### config.mk
export PLATFORM = sky130hd
export DESIGN_NAME = gri_lane
export DESIGN_NICKNAME = d
export VERILOG_FILES = /design/src/sv/gyro_rate_integrator_core_defines.svh /design/src/sv/gri_pkg.sv /design/src/sv/gri_lane.sv
export SDC_FILE = /design/constraint.sdc
export NUM_CORES = 1
export LEC_CHECK = 0
export BUFFER_PORTS_ARGS = -buffer_cell sky130_fd_sc_hd__buf_4
export CORE_AREA = 2 2 261 263
export DETAILED_ROUTE_END_ITERATION = 10
export DIE_AREA = 0 0 263 265
export GPL_ROUTABILITY_DRIVEN = 0
export SETUP_SLACK_MARGIN = 0.05
export SLEW_MARGIN = 20
export SYNTH_ARGS = -nofsm -noshare
export SYNTH_HDL_FRONTEND = slang
export SYNTH_SLANG_ARGS = --single-unit
### constraint.sdc
create_clock -name i_clk -period 8.2 [get_ports i_clk]
set_clock_uncertainty 0.2 [all_clocks]
set_input_delay 0.41 -clock i_clk [delete_from_list [all_inputs] [get_ports i_clk]]
set_output_delay 0.41 -clock i_clk [all_outputs]
set_load 0.05 [all_outputs]
### src/sv/gyro_rate_integrator_core_defines.svh
// Assertion macros shared by the gyro rate integrator RTL.
`ifndef GYRO_RATE_INTEGRATOR_CORE_DEFINES_SVH
`define GYRO_RATE_INTEGRATOR_CORE_DEFINES_SVH

// Same-cycle implication, disabled while reset is asserted.
`define GRI_ASSERT_IMPL(label, clk, rst_n, ante, cons, msg) \
    label: assert property (@(posedge clk) disable iff (!rst_n) (ante) |-> (cons)) \
        else $error(msg);

// Next-cycle implication, disabled while reset is asserted.
`define GRI_ASSERT_NEXT(label, clk, rst_n, ante, cons, msg) \
    label: assert property (@(posedge clk) disable iff (!rst_n) (ante) |=> (cons)) \
        else $error(msg);

`endif

### src/sv/gri_pkg.sv
// Shared types and constants for the gyro rate integrator.
package gri_pkg;

    typedef enum logic [1:0] {
        OP_INTEGRATE = 2'd0,
        OP_TRACK     = 2'd1,
        OP_CAL       = 2'd2,
        OP_ZERO      = 2'd3
    } t_op;

    localparam int SAMPLE_W = 12;
    localparam int TIME_W   = 32;
    localparam int ANGLE_W  = 32;
    localparam int SUM_W    = 16;
    localparam int CNT_W    = 4;

    // dt / 1000 split into quotient and remainder
    localparam int DQ_W = 23;
    localparam int DR_W = 10;
    localparam int X_W  = SAMPLE_W + DR_W;

    localparam logic [TIME_W-1:0] TIME_DIV    = 32'd1000;
    localparam logic [28:0]       DT_RECIP    = 29'd274877907;  // ceil(2^38 / 1000)
    localparam int                DT_SHIFT    = 38;
    localparam logic [22:0]       FRAC_RECIP  = 23'd4294968;    // ceil(2^32 / 1000)
    localparam int                FRAC_SHIFT  = 32;
    localparam logic [12:0]       TRACK_RECIP = 13'd6554;       // ceil(2^16 / 10)
    localparam int                TRACK_SHIFT = 16;

    typedef struct packed {
        logic s1;
        logic s2;
        logic s3;
        logic s4;
        logic s5;
    } t_pipe_en;

    typedef struct packed {
        t_op                 op;
        logic [SAMPLE_W-1:0] cx;
        logic [SAMPLE_W-1:0] cy;
        logic                done;
    } t_meta;

endpackage

### src/sv/gri_lane.sv
// One axis lane: signed rate, rate * dt / 1000 magnitude and sign.
module gri_lane import gri_pkg::*; (
    input  logic                i_clk,
    input  t_pipe_en            i_en,
    input  logic [SAMPLE_W-1:0] i_sample,
    input  logic [SAMPLE_W-1:0] i_center,
    input  logic [DQ_W-1:0]     i_dq,
    input  logic [DR_W-1:0]     i_dr,
    output logic                o_neg,
    output logic [ANGLE_W-1:0]  o_quot
);

    logic [SAMPLE_W:0]     w_diff;
    logic [SAMPLE_W-1:0]   w_mag;
    logic [SAMPLE_W-1:0]   r_mag1, r_mag2, r_mag3;
    logic                  r_neg1, r_neg2, r_neg3, r_neg4, r_neg5;
    logic [X_W-1:0]        w_x;
    logic [SAMPLE_W+DQ_W-1:0] w_y;
    logic [X_W-1:0]        r_x;
    logic [ANGLE_W-1:0]    r_y;
    logic [X_W+22:0]       w_p;
    logic [12:0]           w_q2;
    logic [ANGLE_W-1:0]    r_q;

    assign w_diff = {1'b0, i_sample} - {1'b0, i_center};
    assign w_mag  = w_diff[SAMPLE_W] ? SAMPLE_W'(-w_diff) : w_diff[SAMPLE_W-1:0];

    // |rate| * dt / 1000 = |rate| * dq + (|rate| * dr) / 1000
    assign w_x  = {{DR_W{1'b0}}, r_mag3} * {{SAMPLE_W{1'b0}}, i_dr};
    assign w_y  = {{DQ_W{1'b0}}, r_mag3} * {{SAMPLE_W{1'b0}}, i_dq};
    assign w_p  = {23'd0, r_x} * {{X_W{1'b0}}, FRAC_RECIP};
    assign w_q2 = w_p[FRAC_SHIFT+12:FRAC_SHIFT];

    always_ff @(posedge i_clk) begin
        if (i_en.s1) begin
            r_mag1 <= w_mag;
            r_neg1 <= w_diff[SAMPLE_W];
        end
        if (i_en.s2) begin
            r_mag2 <= r_mag1;
            r_neg2 <= r_neg1;
        end
        if (i_en.s3) begin
            r_mag3 <= r_mag2;
            r_neg3 <= r_neg2;
        end
        if (i_en.s4) begin
            r_x    <= w_x;
            r_y    <= w_y[ANGLE_W-1:0];
            r_neg4 <= r_neg3;
        end
        if (i_en.s5) begin
            r_q    <= r_y + {19'd0, w_q2};
            r_neg5 <= r_neg4;
        end
    end

    assign o_neg  = r_neg5;
    assign o_quot = r_q;

endmodule

== Yosys cells after proc, flatten, opt, wreduce, memory -nomap -nowiden ==
Index checks and enable logic that the tools add are counted.

* Bits of input ports: 63
* Bits in registers: 127

* Multipliers: 3
* Mux-type cells: 1
* $add $sub $neg: 3

{| class="wikitable"
|+ Operators with widths
! kind !! number
|-
| 22-bit by 20-bit multiplier with 42-bit output (second input constant) || 1
|-
| 32-bit by 13-bit adder with 32-bit output || 1
|-
| 12-bit by 23-bit multiplier with 32-bit output || 1
|-
| 12-bit by 10-bit multiplier with 22-bit output || 1
|-
| 12-bit by 12-bit subtractor with 13-bit output || 1
|-
| 12-bit two-way mux || 1
|-
| 12-bit negator || 1
|}

== Longest topological paths before layout ==
* Depth in word-level cells: 3
* Depth in mapped cells: 31
* Depth with buffers taken out: 30

== Least setup slack after synthesis ==
No wires, ideal clock.

* Path type: register to register
* Start: register r_x[7]
* End: register r_q[28], in the netlist o_quot[28] (data pin)
* Stages on the path, launching flop included: 30
* Period minus slack after synthesis: 7.463 ns
* Data arrival time: 7.004 ns
* Data required time: 7.741 ns
* Library setup time: 0.259 ns
* Slack: 0.737 ns
* Cells stage by stage: edfxtp_1 ha_1 ha_1 fa_1 inv_1 fa_1 inv_1 fa_1 fa_1 inv_1 fa_1 inv_1 ha_1 nand4_1 or3_1 a211oi_1 a21boi_1 nor3_2 o31ai_1 a21oi_1 xnor2_1 ha_1 nand3_1 or2_2 a21oi_1 o31a_1 o21a_1 clkbuf_1 o2111ai_1 xnor2_1

* Longest elaborated chain between the ends: 2

{| class="wikitable"
|+ Ends and longest elaborated chain
! what !! RTL line !! RTL
|-
| start, declared || gri_lane.sv:19 || <nowiki>logic [X_W-1:0] r_x;</nowiki>
|-
| start signal, assigned || gri_lane.sv:48 || <nowiki>r_x <= w_x;</nowiki>
|-
| 22-bit by 20-bit multiplier with 42-bit output || gri_lane.sv:31 || <nowiki>assign w_p = {23'd0, r_x} * {{X_W{1'b0}}, FRAC_RECIP};</nowiki>
|-
| 32-bit by 13-bit adder with 32-bit output || gri_lane.sv:53 || <nowiki>r_q <= r_y + {19'd0, w_q2};</nowiki>
|-
| end signal, assigned || gri_lane.sv:53 ||
|-
| end, declared || gri_lane.sv:23 || <nowiki>logic [ANGLE_W-1:0] r_q;</nowiki>
|}

No other way between the ends.
A chain may end at the register's enable or synchronous reset.

== Worst setup path in the final report ==
* Start: register r_x[3]
* End: register r_q[18], in the netlist o_quot[18] (data pin)

Same word-level chain as after synthesis.

==> results.json <==
{
  "period_needed_ps": 7750,
  "synthToLayoutAreaGrowth_pct": 10.1,
  "row_count": 95,
  "holdPathStages": 1,
  "clk_latency_ps": 440,
  "r2r_slack_ps": 450,
  "die_w_um": 263,
  "clkTransAtPathRegs_ps": 70,
  "setup_violations": 0,
  "worstPathRequired_ps": 8170,
  "port_buffers": 95,
  "numCtsBuffers": 17,
  "endpoint_kind": "flop",
  "synthCells": 2376,
  "crit_arrival_ps": 7720,
  "yosys_most_used_dff": "edfxtp_1",
  "hold_viol": 0,
  "hold_path_class": "in2reg",
  "ioPinCount": 96,
  "drive_gt1_frac": 0.0717,
  "rsz0062_at_grt": "no",
  "synthArstFlopShare": 0,
  "min-delay-start": "i_en[4]",
  "hold_end": "r_mag1[6]",
  "vias": 16100,
  "grt_pass1_wl_um": 91700,
  "synth_edf_count": 127,
  "avgSynthCellArea_um2": 9.73,
  "clockBufferDepth": 2,
  "dp.final_hpwl_um": 46700,
  "ys_types": 64,
  "max_cap_violations": 0,
  "cts_sinks": 127,
  "slew_viol_final": 0,
  "slowest_delay_ps": 560,
  "track_usage": 0.164,
  "core_area_um2": 66800,
  "antenna_found_initial": 5,
  "drt-initial-drc-count": 833,
  "cts.htree.levels": 4,
  "dieArea_um2": 69700,
  "timing.final.ws_setup_ps": 451,
  "initial_core_util": 0.346,
  "wl_per_cell_um": 16.6,
  "crit_path_start_kind": "flop",
  "overflow": 0,
  "wl_um": 55400,
  "cts_tree": "built",
  "viasPerCell": 4.84,
  "yosysSeqAreaShare": 0.165,
  "pre_cts_slack_ps": 218,
  "crit_top_cell": "fa_1",
  "grt_pass1_vias": 17800,
  "tns_ps": 0,
  "synth_area_um2": 23100,
  "firstDrtPassIters": 5,
  "post-route-util": 0.381,
  "ys_warn_count": 0,
  "die_y_um": 265,
  "drtAntennaViolNets": 0,
  "fmax_mhz": 129,
  "cts_root_buffer": "clkbuf_16",
  "route.detailed.drc": 0,
  "cts_hold_buf": 0,
  "rr_startpoint": "r_x[3]",
  "antenna_cells": 0,
  "path_class": "reg2reg",
  "crit_fanout": 10,
  "fin_crit_sh": 0.945,
  "status": "complete, no violations",
  "worstMarginPinSlew_ps": 1070,
  "grt_max_degree": 56,
  "syn_nets": 3145,
  "slew_headroom": 0.286,
  "layout.nets": 3212,
  "final_cell_mix": "531 x inv_1, 385 x fa_1, 321 x ha_1",
  "slowest_stage": "fa_1",
  "ys_ff_latch": 127,
  "final_common_cell": "inv_1",
  "r2r_cells": 30,
  "r2r-end": "o_quot[18]"
}
-- worst max-delay path by stage --
stage,startpoint,end,slack (ps),cells past startpoint
after floorplan,r_x[7],o_quot[28],740,29
after global placement,r_x[6],o_quot[19],380,28
after detailed placement,r_x[6],o_quot[19],220,28
after CTS,r_x[6],o_quot[19],190,28
after global routing,r_x[6],o_quot[16],50,29
final,r_x[3],o_quot[18],450,30
-- critical path, delay by kind of cell (launching register included) --
family / cells / cell delay, ps
AOI/OAI and AO/OA: 11 / 2190
xor gates and xnor gates: 2 / 250
adders and majority gates: 9 / 3520
buffers and inverters: 5 / 410
DFF: 1 / 510
and+or+nand+nor: 3 / 400
-- cells in the mapped netlist (19+ instances only) --
library cell,number,area share
ha_1,321,0.17
xnor2_1,68,0.026
clkbuf_1,73,0.012
fa_1,385,0.33
edfxtp_1,127,0.16
inv_1,531,0.086
nor2_1,52,0.0084
nor3_1,25,0.0054
and2_1,127,0.034
nand2_1,307,0.050
a21oi_1,71,0.015
a21o_1,28,0.0091
xor2_1,32,0.012
nand3_1,19,0.0041
o21ai_0,32,0.0069
-- per-stage QoR --
step / hold WS [ps] / instances / area [µm²]
global placement: 204 / 3291 / 24800
detailed placement: 205 / 3291 / 24800
floorplan: 200 / 2376 / 23100
finish: 92.7 / 3329 / 25500
global route: 84.5 / 3329 / 25500
CTS: 74.5 / 3323 / 25400
-- repair_timing --
action,CTS,global route
gates resized for setup,0,10
setup endpoints to repair,0,20
setup buffers,0,6
-- cell families (layout without fill, tap and decap cells) --
logic type      Yosys count  after routing  synth area share
buf+inv                 605            685            0.0982
simple gates            590            590             0.120
fa+ha+maj               706            706             0.507
flops                   127            127             0.165
xor+xnor                100            100            0.0379
compound gates          248            248            0.0724
-- cell type report --
class / count / area, µm²
fillers: 6688 / 41300
clock buffers: 17 / 425
well taps: 873 / 1090
repair buffers: 122 / 916
clock inverters: 15 / 146
flip-flops and latches: 127 / 3810
inverters: 531 / 1990
multi-input cells: 1644 / 17100
-- routing by layer --
layer  track usage  vias up  routed length (µm)
li1              -     7598                   -
met1         0.207     8093               24000
met2         0.292      348               27700
met3        0.0177       64                1920
met4        0.0568       10                1650
met5             0        -                  66
-- flip-flops by register name, indices dropped and copies added, names as in the netlist, 12 cells and up --
register and cells:
r_mag1 12, r_x 22, r_mag2 12, o_quot 32, r_mag3 12, r_y 32
Power is left out: the tool's default activity adds up to more than one toggle a clock period on the data nets, which glitch-free logic cannot reach.
