--- src/sv/gyro_rate_integrator_core_defines.svh ---
// Assertion macros shared by the gyro rate integrator RTL.
`ifndef GYRO_RATE_INTEGRATOR_CORE_DEFINES_SVH
`define GYRO_RATE_INTEGRATOR_CORE_DEFINES_SVH

// Same-cycle implication, disabled while reset is asserted.
`define GRI_ASSERT_IMPL(label, clk, rst_n, ante, cons, msg) \
    label: assert property (@(posedge clk) disable iff (!rst_n) (ante) |-> (cons)) \
        else $error(msg);

// Next-cycle implication, disabled while reset is asserted.
`define GRI_ASSERT_NEXT(label, clk, rst_n, ante, cons, msg) \
    label: assert property (@(posedge clk) disable iff (!rst_n) (ante) |=> (cons)) \
        else $error(msg);

`endif

--- src/sv/gri_pkg.sv ---
// Shared types and constants for the gyro rate integrator.
package gri_pkg;

    typedef enum logic [1:0] {
        OP_INTEGRATE = 2'd0,
        OP_TRACK     = 2'd1,
        OP_CAL       = 2'd2,
        OP_ZERO      = 2'd3
    } t_op;

    localparam int SAMPLE_W = 12;
    localparam int TIME_W   = 32;
    localparam int ANGLE_W  = 32;
    localparam int SUM_W    = 16;
    localparam int CNT_W    = 4;

    // dt / 1000 split into quotient and remainder
    localparam int DQ_W = 23;
    localparam int DR_W = 10;
    localparam int X_W  = SAMPLE_W + DR_W;

    localparam logic [TIME_W-1:0] TIME_DIV    = 32'd1000;
    localparam logic [28:0]       DT_RECIP    = 29'd274877907;  // ceil(2^38 / 1000)
    localparam int                DT_SHIFT    = 38;
    localparam logic [22:0]       FRAC_RECIP  = 23'd4294968;    // ceil(2^32 / 1000)
    localparam int                FRAC_SHIFT  = 32;
    localparam logic [12:0]       TRACK_RECIP = 13'd6554;       // ceil(2^16 / 10)
    localparam int                TRACK_SHIFT = 16;

    typedef struct packed {
        logic s1;
        logic s2;
        logic s3;
        logic s4;
        logic s5;
    } t_pipe_en;

    typedef struct packed {
        t_op                 op;
        logic [SAMPLE_W-1:0] cx;
        logic [SAMPLE_W-1:0] cy;
        logic                done;
    } t_meta;

endpackage

--- src/sv/gri_time_div.sv ---
// Shared elapsed-time divider: splits dt into dt / 1000 and dt % 1000.
module gri_time_div import gri_pkg::*; (
    input  logic              i_clk,
    input  t_pipe_en          i_en,
    input  logic [TIME_W-1:0] i_dt,
    output logic [DQ_W-1:0]   o_dq,
    output logic [DR_W-1:0]   o_dr
);

    logic [TIME_W-1:0]    r_dt;
    logic [TIME_W-1:0]    r_dt2;
    logic [DQ_W-1:0]      r_dq;
    logic [DQ_W-1:0]      r_dq3;
    logic [DR_W-1:0]      r_dr;
    logic [TIME_W+28:0]   w_prod;
    logic [TIME_W-1:0]    w_rem;

    assign w_prod = {29'd0, r_dt} * {32'd0, DT_RECIP};
    assign w_rem  = r_dt2 - TIME_W'(r_dq) * TIME_DIV;

    always_ff @(posedge i_clk) begin
        if (i_en.s1) begin
            r_dt <= i_dt;
        end
        if (i_en.s2) begin
            r_dq  <= w_prod[DT_SHIFT+DQ_W-1:DT_SHIFT];
            r_dt2 <= r_dt;
        end
        if (i_en.s3) begin
            r_dq3 <= r_dq;
            r_dr  <= w_rem[DR_W-1:0];
        end
    end

    assign o_dq = r_dq3;
    assign o_dr = r_dr;

endmodule

--- config.mk ---
export PLATFORM = sky130hd
export DESIGN_NAME = gri_time_div
export DESIGN_NICKNAME = d
export VERILOG_FILES = /design/src/sv/gyro_rate_integrator_core_defines.svh /design/src/sv/gri_pkg.sv /design/src/sv/gri_time_div.sv
export SDC_FILE = /design/constraint.sdc
export NUM_CORES = 1
export LEC_CHECK = 0
export BUFFER_PORTS_ARGS = -buffer_cell sky130_fd_sc_hd__clkbuf_2
export CORE_UTILIZATION = 47
export DETAILED_ROUTE_END_ITERATION = 12
export PLACE_DENSITY = 0.66
export SYNTH_ARGS = -nofsm -noshare
export SYNTH_HDL_FRONTEND = slang
export SYNTH_SLANG_ARGS = --single-unit
--- constraint.sdc ---
create_clock -name i_clk -period 15.9 [get_ports i_clk]
set_clock_uncertainty 0.1 [all_clocks]
set_input_delay 4.77 -clock i_clk [delete_from_list [all_inputs] [get_ports i_clk]]
set_output_delay 4.77 -clock i_clk [all_outputs]
set_load 0.02 [all_outputs]
Word-level counts from Yosys, hierarchy flattened
Index checks and enable logic that the tools add are counted.

word-level totals
  bits in registers = 98
  bits in latches = 0
  memory bits (writable) = 0
  bits in read-only memories = 0
  bits of input ports = 38
  output and inout bits = 33
  logic and storage cells = 8
  memories kept = 0

cells by class
  $add $sub $neg = 1
  multipliers = 2
  div/mod/pow operators = 0
  order comparisons = 0
  equality and inequality tests = 0
  shifts and indexed selects = 0
  muxes and demuxes = 0
  bitwise operators = 0
  reduce and logical (&&, ||, !) cells = 0

operators with widths
  kind                                                  count
  multiplier 32 x 29 -> 61 bit (second input constant)  1
  multiplier 23 x 7 -> 7 bit (second input constant)    1
  subtractor 10 bit                                     1

Longest topological paths before layout
  depth after elaboration = 2
  mapped depth = 25
  gate-level depth less buffers = 24

Least setup slack after synthesis
OpenSTA, ideal clock, no wires.

  path kind = flip-flop to flip-flop
  start = reg r_dt[8]
  end = reg r_dq[20] (data pin)
  library setup time = 265 ps
  arrival = 6317 ps
  required time = 15535 ps
  setup slack = 9217 ps
  cell stages (with the launch flop) = 25
  path buffers = 0
  clock period less this slack = 6683 ps
  cells stage by stage = edfxtp_1 -> ha_1 -> fa_1 -> fa_1 -> inv_1 -> fa_1 -> inv_1 -> fa_1 -> inv_1 -> fa_1 -> inv_1 -> fa_1 -> inv_1 -> fa_1 -> inv_1 -> ha_1 -> nand2_2 -> nor4_1 -> nand3_1 -> o2111a_1 -> a21o_4 -> o31a_4 -> a31oi_4 -> or4_1 -> nand4_1

between the ends
  cells in the longest elaborated chain, start to end = 1

ends and longest elaborated chain
  item                          line                source
  start: declaration            gri_time_div.sv:10  logic [TIME_W-1:0] r_dt;
  start signal: assignment      gri_time_div.sv:23  r_dt <= i_dt;
  multiplier 32 x 29 -> 61 bit  gri_time_div.sv:18  assign w_prod = {29'd0, r_dt} * {32'd0, DT_RECIP};
  named net w_prod[58]          gri_time_div.sv:15  logic [TIME_W+28:0] w_prod;
  end signal: assignment        gri_time_div.sv:26  r_dq <= w_prod[DT_SHIFT+DQ_W-1:DT_SHIFT];
  end: declaration              gri_time_div.sv:12  logic [DQ_W-1:0] r_dq;

The timed path passes the listed nets, and every way through them passes these cells.
A chain may end at the register's enable or synchronous reset.

Worst setup path in the final report
  start = reg r_dt[8]
  end = reg r_dq[7] (data pin)

Same word-level chain as after synthesis.

==> results.md <==
Logic synthesis:
- The total standard cell area after synthesis is 17900 sq um.
- The number of cells produced by synthesis is between 1500 and 2000.
- The average instance in the mapped netlist occupies 11.1 sq um.
- The post-synth net total is about 2400.
- Counting flops with a built-in enable in the synthesized netlist gives 98.
- The flip-flop and latch count after synthesis is between 90 and 100.
- Of the synthesized area, sequential elements account for 0.165.
- In this run, distinct cell masters in the synthesized netlist total 52.
- Yosys printed 0 warnings.
- Among all flip-flop cells after synthesis, the most frequent one is sky130_fd_sc_hd__edfxtp_1.
- For this run, asynchronously set or reset flops after synthesis account for 0.

Clock tree:
- The clock tree from TritonCTS is yes.
- The number of cells upsized or downsized after cts is 0.
- Counting the buffers created by CTS gives 9.
- The number of buffers added to fix hold violations after cts is 0.
- The maximum buffer depth of the clock tree is 2.
- The clock input transition at the sequential cells of the worst setup and hold paths is 60 ps.
- Clock tree synthesis found a total of 98 sinks.
- The H-tree depth is 3.
- The clock latency of the later-clocked register in the worst-skew pair is roughly 370 ps.
- The clock root buffer master is sky130_fd_sc_hd__clkbuf_16.
- The setup fix buffers added after clock tree synthesis is 0.

Final layout:
- Summing all multi-input logic gate instances after layout gives 12900 sq um.
- In the final layout, the share of cells above drive strength 1 is 0.0596.
- The number of fill cells in the layout is 3428.
- The area of all sequential standard cells is a little under 3000 sq um.
- The number of non-filler instances in the completed layout is 2206.
- The total inserted antenna cells is 0.
- Compared with the post-synthesis result, the final layout area differs by 7.19%.
- The final net count is around 2400.

Routing:
- The iteration count of the initial detailed-routing pass is 4.
- The total wire length after detailed routing is 38800 um.
- Dividing the detail-routed wire length by the instance count gives between 15 and 20 um.
- In the routed design, unresolved DRC markers number 0.
- For this block, the via count after detailed routing is 11000.
- The average vias per placed instance is 4.97.
- The detailed router finished its first iteration with 476 violations.
- The count of antenna-violating nets left after detailed routing is 0.

Timing:
- Setup violations remaining at the end of the flow were counted as 0.
- The worst-case headroom to the max-slew limit is 0.307.
- The accumulated negative setup slack is 0 ps.
- Subtracting the final worst setup slack from the clock period gives 7640 ps.
- The number of failing hold endpoints at the final stage is 0.
- For this run, the top clock speed supported by timing is between 100 and 150 MHz.
- The worst setup margin is 8260 ps.
- The transition time of the tightest slew-check pin is 1040 ps.
- The fraction of the cycle the final worst path needs is 0.481.
- The count of pins over their slew limit was 0.
- Setup repair after global routing left no endpoint under its margin.

Floorplanning:
- The die width is about 200 um.
- From bottom edge to top edge, the die measures 197 um.
- The standard cell core area is roughly 37000 sq um.
- For this design the top-level I/O count stands at 71.
- In this run the core area contains 71 standard-cell rows.
- The area enclosed by the die boundary is slightly below 40000 sq um.
- The initial cell density of the core is 0.476.

GRT:
- The number of global-route vias before repair is 12100.
- Across every metal layer, demand over resource in global routing totals 0.214.
- The initial antenna violation count is 0.
- The first-pass GRT wire length is 62300 um.
- Entering global routing, the biggest net connects 34 pins.
- The overall overflow remaining after global route is 0.

Placement:
- The cell count after placement is around 2200.
- The setup slack after placement is 8220 ps.
- The global placement routability congestion is 0.982.
- During placement, the flow inserted port buffers numbering 68.
- The placed wire-length estimate after detailed placement is around 33000 um.

Outcome:
- The flow ran to the end, and the final reports show no timing, DRC or antenna violations.

Setup path:
- In this run the worst path has a maximum fanout of 12.
- For the worst setup path, the data arrival time is 7660 ps.
- The endpoint required time on the critical path is 15920 ps.
- STA classifies the critical path endpoint as a flip-flop.
- The critical path is of the reg -> reg type.
- The startpoint type of the worst setup path is a flip-flop.

Flow run:
- The number of max-capacitance violations reported is 0.

Worst hold path:
- The min-delay analysis places its worst path in the category reg -> reg.
-- sequential cells by signal (all words and copies together) (netlist names) --
| name | cells |
|---|---|
| r_dt | 32 |
| r_dt2 | 10 |
| o_dq | 23 |
| r_dq | 23 |
| o_dr | 10 |
-- layout by cell type (no fill, tap or decap), drive strengths merged, types with 2 or more instances in the layout --
cell type / instances
nor3: 4
ha: 406
xnor2: 26
and3: 6
nor2: 14
o211ai: 4
a31oi: 2
nor4: 5
nand2: 22
nand4: 11
a221oi: 2
and4: 3
o31ai: 2
o211a: 2
nor2b: 5
edfxtp: 98
buf: 3
clkbuf: 77
o221ai: 3
a21oi: 48
nand3: 10
xor2: 11
o21ai: 21
clkinv: 2
inv: 545
a211o: 2
a211oi: 3
a2111oi: 2
nand2b: 3
a21boi: 2
fa: 302
a21o: 30
o21a: 3
or3: 2
o21bai: 5
-- path summary, 6_finish.rpt --
path / from / to / slack, ps / depth (start not counted)
setup / recovery: r_dt[8] / r_dq[7] / 8260 / 24
hold / removal: r_dt2[2] / o_dr[2] / 320 / 0
setup reg to reg: r_dt[8] / r_dq[7] / 8260 / 24
hold reg to reg: r_dt2[2] / o_dr[2] / 320 / 0
-- cells in the mapped netlist (3+ instances only) --
cell type / count / area [sq um]
sky130_fd_sc_hd__ha_1: 406 / 5080
sky130_fd_sc_hd__xnor2_1: 26 / 228
sky130_fd_sc_hd__nand2b_1: 3 / 18.8
sky130_fd_sc_hd__nor2b_1: 5 / 31.3
sky130_fd_sc_hd__fa_1: 302 / 6050
sky130_fd_sc_hd__inv_1: 541 / 2030
sky130_fd_sc_hd__o211ai_1: 4 / 30.0
sky130_fd_sc_hd__nand4_1: 11 / 68.8
sky130_fd_sc_hd__a21o_1: 29 / 218
sky130_fd_sc_hd__nor4_1: 5 / 31.3
sky130_fd_sc_hd__nand2_1: 21 / 78.8
sky130_fd_sc_hd__a21oi_1: 46 / 230
sky130_fd_sc_hd__and3_1: 6 / 37.5
sky130_fd_sc_hd__nor3_1: 3 / 15.0
sky130_fd_sc_hd__o21ai_1: 3 / 15.0
sky130_fd_sc_hd__o21ai_0: 16 / 80.1
sky130_fd_sc_hd__and4_1: 3 / 26.3
sky130_fd_sc_hd__edfxtp_1: 98 / 2940
sky130_fd_sc_hd__nand3_1: 9 / 45.0
sky130_fd_sc_hd__o21a_1: 3 / 22.5
sky130_fd_sc_hd__xor2_1: 11 / 96.3
sky130_fd_sc_hd__o21bai_1: 5 / 37.5
sky130_fd_sc_hd__nor2_1: 14 / 52.6
sky130_fd_sc_hd__o221ai_1: 3 / 26.3
-- stage by stage --
step	cell area (sq um)	hold slack, ps	utilization
3_3_place_gp	18900	302	0.503
4_1_cts	19100	320	0.510
6_report	19100	320	0.510
3_5_place_dp	18900	305	0.503
2_1_floorplan	17900	300	-
5_1_grt	19100	326	0.510
-- layout make-up --
type,count,share of cell area
multi-input cells,969,0.673
flip-flops and latches,98,0.154
well taps,511,0.0334
repair buffers,71,0.0190
clock buffers,9,0.0118
clock inverters,7,0.00314
inverters,541,0.106
-- worst max-delay path, stage by stage, from the launching register on --
cell,delay [ps]
sky130_fd_sc_hd__edfxtp_1,970
sky130_fd_sc_hd__ha_1,410
sky130_fd_sc_hd__fa_1,400
sky130_fd_sc_hd__fa_1,490
sky130_fd_sc_hd__inv_1,50
sky130_fd_sc_hd__fa_1,470
sky130_fd_sc_hd__inv_1,60
sky130_fd_sc_hd__fa_1,500
sky130_fd_sc_hd__inv_1,50
sky130_fd_sc_hd__fa_1,530
sky130_fd_sc_hd__inv_1,50
sky130_fd_sc_hd__fa_1,480
sky130_fd_sc_hd__inv_1,50
sky130_fd_sc_hd__fa_1,480
sky130_fd_sc_hd__inv_1,40
sky130_fd_sc_hd__ha_1,330
sky130_fd_sc_hd__nand2_2,90
sky130_fd_sc_hd__nor4_1,260
sky130_fd_sc_hd__nand3_1,170
sky130_fd_sc_hd__o2111a_1,330
sky130_fd_sc_hd__a21o_4,250
sky130_fd_sc_hd__o21ai_0,400
sky130_fd_sc_hd__a21o_1,210
sky130_fd_sc_hd__a21oi_1,80
sky130_fd_sc_hd__xnor2_1,140
-- metal layers --
metal	share of wire	GRT usage	wire, um
met5	0	0	0
met4	0.022	0.0586	841
met3	0.032	0.0327	1250
met2	0.50	0.375	19400
met1	0.44	0.275	17200
-- logic make-up after synthesis --
logic type               after synthesis  share of synthesized area
XOR/XNOR                              37                     0.0182
adder cells (fa/ha/maj)              708                      0.623
buffers and inverters                542                      0.114
flip-flops                            98                      0.165
AND/OR/NAND/NOR                       88                     0.0268
AO/OA/AOI/OAI                        136                     0.0531
Power is not shown: default switching activity piles up to over one toggle a cycle in this logic, so the estimate is an artifact.
