[src/sv/gyro_rate_integrator_core_defines.svh]
// Assertion macros shared by the gyro rate integrator RTL.
`ifndef GYRO_RATE_INTEGRATOR_CORE_DEFINES_SVH
`define GYRO_RATE_INTEGRATOR_CORE_DEFINES_SVH

// Same-cycle implication, disabled while reset is asserted.
`define GRI_ASSERT_IMPL(label, clk, rst_n, ante, cons, msg) \
    label: assert property (@(posedge clk) disable iff (!rst_n) (ante) |-> (cons)) \
        else $error(msg);

// Next-cycle implication, disabled while reset is asserted.
`define GRI_ASSERT_NEXT(label, clk, rst_n, ante, cons, msg) \
    label: assert property (@(posedge clk) disable iff (!rst_n) (ante) |=> (cons)) \
        else $error(msg);

`endif

[src/sv/gri_pkg.sv]
// Shared types and constants for the gyro rate integrator.
package gri_pkg;

    typedef enum logic [1:0] {
        OP_INTEGRATE = 2'd0,
        OP_TRACK     = 2'd1,
        OP_CAL       = 2'd2,
        OP_ZERO      = 2'd3
    } t_op;

    localparam int SAMPLE_W = 12;
    localparam int TIME_W   = 32;
    localparam int ANGLE_W  = 32;
    localparam int SUM_W    = 16;
    localparam int CNT_W    = 4;

    // dt / 1000 split into quotient and remainder
    localparam int DQ_W = 23;
    localparam int DR_W = 10;
    localparam int X_W  = SAMPLE_W + DR_W;

    localparam logic [TIME_W-1:0] TIME_DIV    = 32'd1000;
    localparam logic [28:0]       DT_RECIP    = 29'd274877907;  // ceil(2^38 / 1000)
    localparam int                DT_SHIFT    = 38;
    localparam logic [22:0]       FRAC_RECIP  = 23'd4294968;    // ceil(2^32 / 1000)
    localparam int                FRAC_SHIFT  = 32;
    localparam logic [12:0]       TRACK_RECIP = 13'd6554;       // ceil(2^16 / 10)
    localparam int                TRACK_SHIFT = 16;

    typedef struct packed {
        logic s1;
        logic s2;
        logic s3;
        logic s4;
        logic s5;
    } t_pipe_en;

    typedef struct packed {
        t_op                 op;
        logic [SAMPLE_W-1:0] cx;
        logic [SAMPLE_W-1:0] cy;
        logic                done;
    } t_meta;

endpackage

[src/sv/gri_center.sv]
// Zero-rate center state: tracking and calibration averaging.
`include "gyro_rate_integrator_core_defines.svh"
module gri_center import gri_pkg::*; #(
    parameter int CAL_SAMPLES = 10
) (
    input  logic                i_clk,
    input  logic                i_rst_n,
    input  logic                i_accept,
    input  t_op                 i_op,
    input  logic [SAMPLE_W-1:0] i_sample_x,
    input  logic [SAMPLE_W-1:0] i_sample_y,
    output logic [SAMPLE_W-1:0] o_center_x,
    output logic [SAMPLE_W-1:0] o_center_y,
    output logic [SAMPLE_W-1:0] o_next_x,
    output logic [SAMPLE_W-1:0] o_next_y,
    output logic                o_done
);

    localparam logic [32:0] CAL_RECIP =
        33'(((64'd1 << 32) + 64'(CAL_SAMPLES) - 64'd1) / 64'(CAL_SAMPLES));

    logic [SAMPLE_W-1:0] r_center_x, r_center_y, n_center_x, n_center_y;
    logic [SUM_W-1:0]    r_sum_x, r_sum_y, n_sum_x, n_sum_y;
    logic [CNT_W-1:0]    r_cal_count, n_cal_count;
    logic                n_done;
    logic [CNT_W:0]      w_cnt_inc;
    logic [SUM_W-1:0]    w_sum_x, w_sum_y;
    logic [SUM_W+32:0]   w_div_x, w_div_y;
    logic                w_cal_hit;

    function automatic logic [SAMPLE_W-1:0] f_track(input logic [SAMPLE_W-1:0] c,
                                                    input logic [SAMPLE_W-1:0] s);
        logic [SAMPLE_W:0]   diff;
        logic [SAMPLE_W-1:0] mag;
        logic [24:0]         prod;
        logic [SAMPLE_W-1:0] step;
        diff = {1'b0, s} - {1'b0, c};
        mag  = diff[SAMPLE_W] ? SAMPLE_W'(-diff) : diff[SAMPLE_W-1:0];
        prod = {13'd0, mag} * {12'd0, TRACK_RECIP};
        step = {3'd0, prod[24:TRACK_SHIFT]};
        return diff[SAMPLE_W] ? (c - step) : (c + step);
    endfunction

    assign w_cnt_inc = {1'b0, r_cal_count} + 5'd1;
    assign w_cal_hit = (w_cnt_inc >= 5'(CAL_SAMPLES));
    assign w_sum_x   = r_sum_x + {4'd0, i_sample_x};
    assign w_sum_y   = r_sum_y + {4'd0, i_sample_y};
    assign w_div_x   = {33'd0, w_sum_x} * {16'd0, CAL_RECIP};
    assign w_div_y   = {33'd0, w_sum_y} * {16'd0, CAL_RECIP};

    always_comb begin
        n_center_x  = r_center_x;
        n_center_y  = r_center_y;
        n_sum_x     = r_sum_x;
        n_sum_y     = r_sum_y;
        n_cal_count = r_cal_count;
        n_done      = 1'b0;
        unique case (i_op)
            OP_TRACK: begin
                n_center_x = f_track(r_center_x, i_sample_x);
                n_center_y = f_track(r_center_y, i_sample_y);
            end
            OP_CAL: begin
                if (w_cal_hit) begin
                    n_center_x  = w_div_x[32+SAMPLE_W-1:32];
                    n_center_y  = w_div_y[32+SAMPLE_W-1:32];
                    n_sum_x     = '0;
                    n_sum_y     = '0;
                    n_cal_count = '0;
                    n_done      = 1'b1;
                end else begin
                    n_sum_x     = w_sum_x;
                    n_sum_y     = w_sum_y;
                    n_cal_count = w_cnt_inc[CNT_W-1:0];
                end
            end
            default: begin
            end
        endcase
    end

    always_ff @(posedge i_clk) begin
        if (!i_rst_n) begin
            r_center_x  <= '0;
            r_center_y  <= '0;
            r_sum_x     <= '0;
            r_sum_y     <= '0;
            r_cal_count <= '0;
        end else if (i_accept) begin
            r_center_x  <= n_center_x;
            r_center_y  <= n_center_y;
            r_sum_x     <= n_sum_x;
            r_sum_y     <= n_sum_y;
            r_cal_count <= n_cal_count;
        end
    end

    assign o_center_x = r_center_x;
    assign o_center_y = r_center_y;
    assign o_next_x   = n_center_x;
    assign o_next_y   = n_center_y;
    assign o_done     = n_done;

    `GRI_ASSERT_IMPL(a_cnt_bound, i_clk, i_rst_n, 1'b1, ({1'b0, r_cal_count} < 5'(CAL_SAMPLES)), "calibration count reached its limit")
    `GRI_ASSERT_NEXT(a_done_clears, i_clk, i_rst_n, (i_accept && n_done), (r_cal_count == '0 && r_sum_x == '0 && r_sum_y == '0), "calibration state not cleared after average")
    `GRI_ASSERT_NEXT(a_cal_hold, i_clk, i_rst_n, (!i_accept || i_op != OP_CAL), ($stable(r_cal_count) && $stable(r_sum_x) && $stable(r_sum_y)), "calibration state moved without a calibration request")

endmodule

[config.mk]
export PLATFORM = sky130hd
export DESIGN_NAME = gri_center
export DESIGN_NICKNAME = d
export VERILOG_FILES = /design/src/sv/gri_pkg.sv /design/src/sv/gri_center.sv
export VERILOG_INCLUDE_DIRS = /design/src /design/src/sv
export SDC_FILE = /design/constraint.sdc
export NUM_CORES = 1
export LEC_CHECK = 0
export ABC_AREA = 1
export BUFFER_PORTS_ARGS = -buffer_cell sky130_fd_sc_hd__buf_2
export CAP_MARGIN = 0
export CORE_MARGIN = 1.5
export CORE_UTILIZATION = 45
export DETAILED_ROUTE_END_ITERATION = 10
export HOLD_SLACK_MARGIN = 0.02
export PLACE_DENSITY = 0.6
export SYNTH_ARGS = -nofsm -noshare
export SYNTH_HDL_FRONTEND = slang
export SYNTH_SLANG_ARGS = --single-unit
[constraint.sdc]
create_clock -name i_clk -period 9.3 [get_ports i_clk]
set_input_delay 0.465 -clock i_clk [delete_from_list [all_inputs] [get_ports i_clk]]
set_output_delay 0.465 -clock i_clk [all_outputs]
set_load 0.05 [all_outputs]
# [Word level (Yosys, flattened, before mapping)]
# Cells that the tools add are included.
[totals] regBits=60 input_bits=29 output_inout_bits=49
[classes] add_sub_neg=11 mul=4 order_cmp=1 n_eq_ne=2 n_mux=13 reduce_logical=1
[op_table] op="16-bit by 28-bit multiplier with 43-bit output, second input constant" count=2
[op_table] op="12-bit two-way mux" count=6
[op_table] op="12-bit by 12-bit multiplier with 24-bit output, second input constant" count=2
[op_table] op="12-bit case mux with 2 select lines" count=2
[op_table] op="16-bit by 12-bit adder with 16-bit output" count=2
[op_table] op="16-bit two-way mux" count=2
[op_table] op="12-bit by 12-bit subtractor with 13-bit output" count=2
[op_table] op="12-bit by 9-bit adder with 12-bit output" count=2
[op_table] op="12-bit negator" count=2
[op_table] op="12-bit by 9-bit subtractor with 12-bit output" count=2
[op_table] op="4-bit by 1-bit adder with 5-bit output, second input constant" count=1
[op_table] op="5-bit by 4-bit >= comparator with 1-bit output, second input constant" count=1
[op_table] op="4-bit two-way mux" count=1
[op_table] op="2-bit by 1-bit == test with 1-bit output, second input constant" count=1
[op_table] op="2-bit == test, second input constant" count=1
[op_table] op="1-bit two-way mux" count=2
[op_table] op="2-bit AND reduction" count=1

# [Depth between registers and ports, before layout]
[depth] ltp_word=7 depth_mapped=55

# [Worst setup path after synthesis]
# OpenSTA, ideal clock, no wires.
[synth_timing] path_kind="reg2out" start="reg r_center_x[0], in the netlist o_center_x[0]" end="out o_next_x[11]" arrival_time_ps=8512 required_ps=8835 slack_ps=323 path_stages_with_launch=51 path_buffers=2 cell_sequence="dfxtp_1 > ha_1 > fa_1 > or2_1 > o21ai_4 > nand3_1 > o2111a_1 > buf_2 > clkbuf_1 > nand2_1 > xor2_1 > ha_1 > inv_1 > fa_1 > inv_1 > fa_1 > fa_1 > inv_1 > (+15 left out) > nand4_1 > nand2_1 > xor2_1 > ha_1 > nand2_1 > nor3_1 > nand3_1 > o2111ai_1 > nand2_1 > inv_1 > or2_2 > nand2_1 > nand2_1 > nand3_1 > nand3_1 > nand2_1 > nand2_1 > inv_1"
[synth_via] elab_chain_len=7 word_cells_on_any_way=8
[synth_lines] item="start, declared" line_no="gri_center.sv:22" text="logic [SAMPLE_W-1:0] r_center_x, r_center_y, n_center_x, n_center_y;"
[synth_lines] item="start signal, assigned" line_no="gri_center.sv:90" text="r_center_x <= n_center_x;"
[synth_lines] item="12-bit by 12-bit subtractor with 13-bit output" line_no="gri_center.sv:37" text="diff = {1'b0, s} - {1'b0, c};"
[synth_lines] item="12-bit negator" line_no="gri_center.sv:38" text="mag = diff[SAMPLE_W] ? SAMPLE_W'(-diff) : diff[SAMPLE_W-1:0];"
[synth_lines] item="12-bit two-way mux" line_no="gri_center.sv:38"
[synth_lines] item="12-bit by 12-bit multiplier with 24-bit output" line_no="gri_center.sv:39" text="prod = {13'd0, mag} * {12'd0, TRACK_RECIP};"
[synth_lines] item="12-bit by 9-bit adder with 12-bit output or 12-bit by 9-bit subtractor with 12-bit output (tied branches)" line_no="gri_center.sv:41" text="return diff[SAMPLE_W] ? (c - step) : (c + step);"
[synth_lines] item="12-bit two-way mux (*)" line_no="gri_center.sv:41"
[synth_lines] item="12-bit case mux with 2 select lines (*)" line_no="gri_center.sv:58" text="unique case (i_op)"
[synth_lines] item="end, declared" line_no="gri_center.sv:14" text="output logic [SAMPLE_W-1:0] o_next_x,"
# Mark *: on every way between the ends. The rest lies on a longest branch, timed or not.

# [Worst setup path in the final report]
[layout_timing] start="reg r_center_y[0], in the netlist o_center_y[0]" end="out o_next_y[8]"
[layout_via] elab_chain_len=7 word_cells_on_any_way=8
[layout_lines] item="start, declared" line_no="gri_center.sv:22"
[layout_lines] item="start signal, assigned" line_no="gri_center.sv:91" text="r_center_y <= n_center_y;"
[layout_lines] item="12-bit by 12-bit subtractor with 13-bit output" line_no="gri_center.sv:37"
[layout_lines] item="12-bit negator" line_no="gri_center.sv:38"
[layout_lines] item="12-bit two-way mux" line_no="gri_center.sv:38"
[layout_lines] item="12-bit by 12-bit multiplier with 24-bit output" line_no="gri_center.sv:39"
[layout_lines] item="12-bit by 9-bit adder with 12-bit output or 12-bit by 9-bit subtractor with 12-bit output (tied branches)" line_no="gri_center.sv:41"
[layout_lines] item="12-bit two-way mux (*)" line_no="gri_center.sv:41"
[layout_lines] item="12-bit case mux with 2 select lines (*)" line_no="gri_center.sv:58"
[layout_lines] item="end, declared" line_no="gri_center.sv:15" text="output logic [SAMPLE_W-1:0] o_next_y,"
# Marked as above.

==> flow_metrics.tcl <==
set metrics [dict create \
    crit_slowest_cell "fa_1" \
    firstDrtPassIters 5 \
    netlist_area_um2 22990 \
    clockBufferDepth 2 \
    relSlewSlack 0.2851 \
    routabilityCongestion 0.9659 \
    grt-ovfl-total 0 \
    slowest_delay_ns 0.53 \
    nets 4267 \
    ys.warnings.count 0 \
    multi_input_area_um2 20420 \
    drt-total-wl_um 70890 \
    max_freq_mhz 110.0 \
    row_count 82 \
    grt_util_all_layers 0.2683 \
    synthXorXnorAreaFrac 0.04261 \
    nFillCells 4805 \
    wl_per_cell_um 16.94 \
    synth_area_per_cell_um2 7.252 \
    layout-drive-gt1-share 0.1831 \
    synth_nets 3929 \
    worstPathRequired_ns 8.84 \
    antenna_found_initial 1 \
    tightestPinTransition_ns 1.066 \
    clockRootBuffer "clkbuf_16" \
    htree_levels 3 \
    cts.clk_slew.worst_paths_ns 0.05 \
    arrival_ns 8.63 \
    status "finished, final reports clean" \
    period_minus_slack_ns 9.092 \
    synthCells 3170 \
    cts_tree "yes" \
    clk_latency_ns 0.35 \
    finalCritPeriodShare 0.9777 \
    crit_path_frequent_cell "nand2_1" \
    grt_pass1_vias 22261 \
    met3_length_um 2033 \
    synth_ff_type "dfxtp_1" \
    cts.sinks 60 \
    final-setup-viol-count 0 \
    postCtsHoldBufs 0 \
    yosys.area_share.simple 0.1885 \
    synth_fa_ha_area_frac 0.4750 \
    grt_pass1_wl_um 113100 \
    chipHeight_um 229.0 \
    slew_viol_final 0 \
    vias 21861 \
    drt_iter0_drc 1149 \
    regArea_um2 1212 \
    seq_area_frac_synth 0.05225 \
    wl_met1_um 30880 \
    drv_cap 0 \
    initial_core_util 0.4573 \
    rsz0062_at_grt "yes" \
    synth_edf_count 0 \
    dieArea_um2 52450 \
    critPathMaxFanout 4 \
    synth_compound_gate_area_share 0.1265 \
    ys_types 54 \
    end_kind "output pin" \
    ios 78 \
    die_x_um 229.0 \
    placement.io_buffers 77 \
    finalHoldViolations 0 \
    synth_top_family_by_area "adder cells" \
    syn_to_final_growth_pct 21.51 \
    min_path_type "reg2reg" \
    synth_mux_area_frac 0 \
    highest_layer "met4" \
    fin_ws_ns 0.2077 \
    startpoint_type "flop" \
    dr_wl_met2_um 35260 \
    drc 0 \
    cts_made_buffers 9 \
    core_um2 50270 \
    dp.final_hpwl_um 60740 \
    synthArstFlopShare 0 \
    vias_per_cell 5.225 \
    crit_type "reg2out" \
    ys_ff_latch 60 \
    fin_skew_ns 0.009772 \
    pre_cts_slack_ns -0.4697 \
    grt_max_degree 51 \
    antenna_left 0 \
]
[path summary, 6_finish.rpt]
path,from,to,slack [ns],depth (start not counted)
setup / recovery,o_center_y[0]$_SDFFE_PN0P_,o_next_y[8],0.21,50
hold / removal,r_sum_x[11]$_SDFFE_PN0P_,r_sum_x[11]$_SDFFE_PN0P_,0.47,2
setup reg to reg,o_center_y[0]$_SDFFE_PN0P_,o_center_y[8]$_SDFFE_PN0P_,0.89,50
hold reg to reg,r_sum_x[11]$_SDFFE_PN0P_,r_sum_x[11]$_SDFFE_PN0P_,0.47,2
[synthesized netlist by cell type (14+ instances only)]
master	number	share of area
o21ai_0	144	0.031
a21oi_1	275	0.060
a31oi_1	14	0.0038
nand2_1	609	0.099
fa_1	238	0.21
clkbuf_1	29	0.0047
nand4_1	30	0.0082
nor2_1	210	0.034
a21o_1	22	0.0072
xor2_1	77	0.029
nor3_1	37	0.0081
dfxtp_1	60	0.052
nand3_1	116	0.025
inv_1	661	0.11
xnor2_1	23	0.0088
ha_1	492	0.27
or2_2	14	0.0038
[logic make-up after synthesis]
group                      after synthesis
buffers and inverters                  705
AOI/OAI and AO/OA                      525
xor gates and xnor gates               105
and+or+nand+nor                       1045
DFF                                     60
adders and majority gates              730
[per-layer routing]
| metal | global-route usage | vias to the layer above |
|---|---|---|
| met5 | 0 | - |
| met4 | 0.1009 | 0 |
| met3 | 0.01257 | 122 |
| met2 | 0.4838 | 424 |
| met1 | 0.3375 | 10448 |
| li1 | - | 10867 |
[area by class of cell]
class	count	share of cell area
Antenna cell	1	0.00008958
Tap cell	672	0.03010
Clock inverter	4	0.002687
Clock buffer	10	0.008555
Multi-Input combinational cell	2405	0.7309
Sequential cell	60	0.04340
Inverter	673	0.09052
Timing Repair Buffer	359	0.09375
[worst max-delay path, delay by kind of cell, from the launching register on]
family / cells / cell delay, ns
AOI/OAI and AO/OA: 5 / 0.76
DFF: 1 / 0.36
xor gates and xnor gates: 2 / 0.32
buffers and inverters: 12 / 0.95
and+or+nand+nor: 21 / 2.29
adders and majority gates: 10 / 3.56
[flip-flops by register name (all words and copies together), names as in the netlist]
name	cells
o_center_y	12
r_sum_y	16
r_cal_count	4
o_center_x	12
r_sum_x	16
[through the flow]
stage	area, µm²	hold slack [ns]	TNS [ns]	util	instances
after floorplan	22990	0.4491	0	-	3170
final	27930	0.4658	0	0.5557	4184
after detailed placement	25890	0.4607	-2.513	0.5150	4124
after global routing	27930	0.4857	-1.364	0.5556	4183
after global placement	25890	0.4564	-0.9469	0.5150	4124
after CTS	26500	0.4697	0	0.5272	4151
[placed cells by master (no fill, tap or decap), types with 15 or more instances in the layout]
cell type  synthesis  layout
a21o_1            22      22
a21oi_1          275     245
a21oi_2            0      27
buf_2              1      64
buf_4              0     275
buf_6              0      15
dfxtp_1           60      57
fa_1             238     233
ha_1             492     455
ha_4               0      35
inv_1            661     631
inv_2              9      38
nand2_1          609     561
nand2_2            1      44
nand3_1          116     107
nand4_1           30      30
nor2_1           210     189
nor3_1            37      28
o21ai_0          144     125
o21ai_1            4      16
xnor2_1           23      16
xor2_1            77      64
[timing repair]
action	CTS	global route
gates resized for setup	47	280
endpoints found under the setup margin	13	23
pin swaps	26	118
setup buffers	13	33
Power is not shown: default switching activity piles up to over one toggle a cycle in this logic, so the estimate is an artifact.
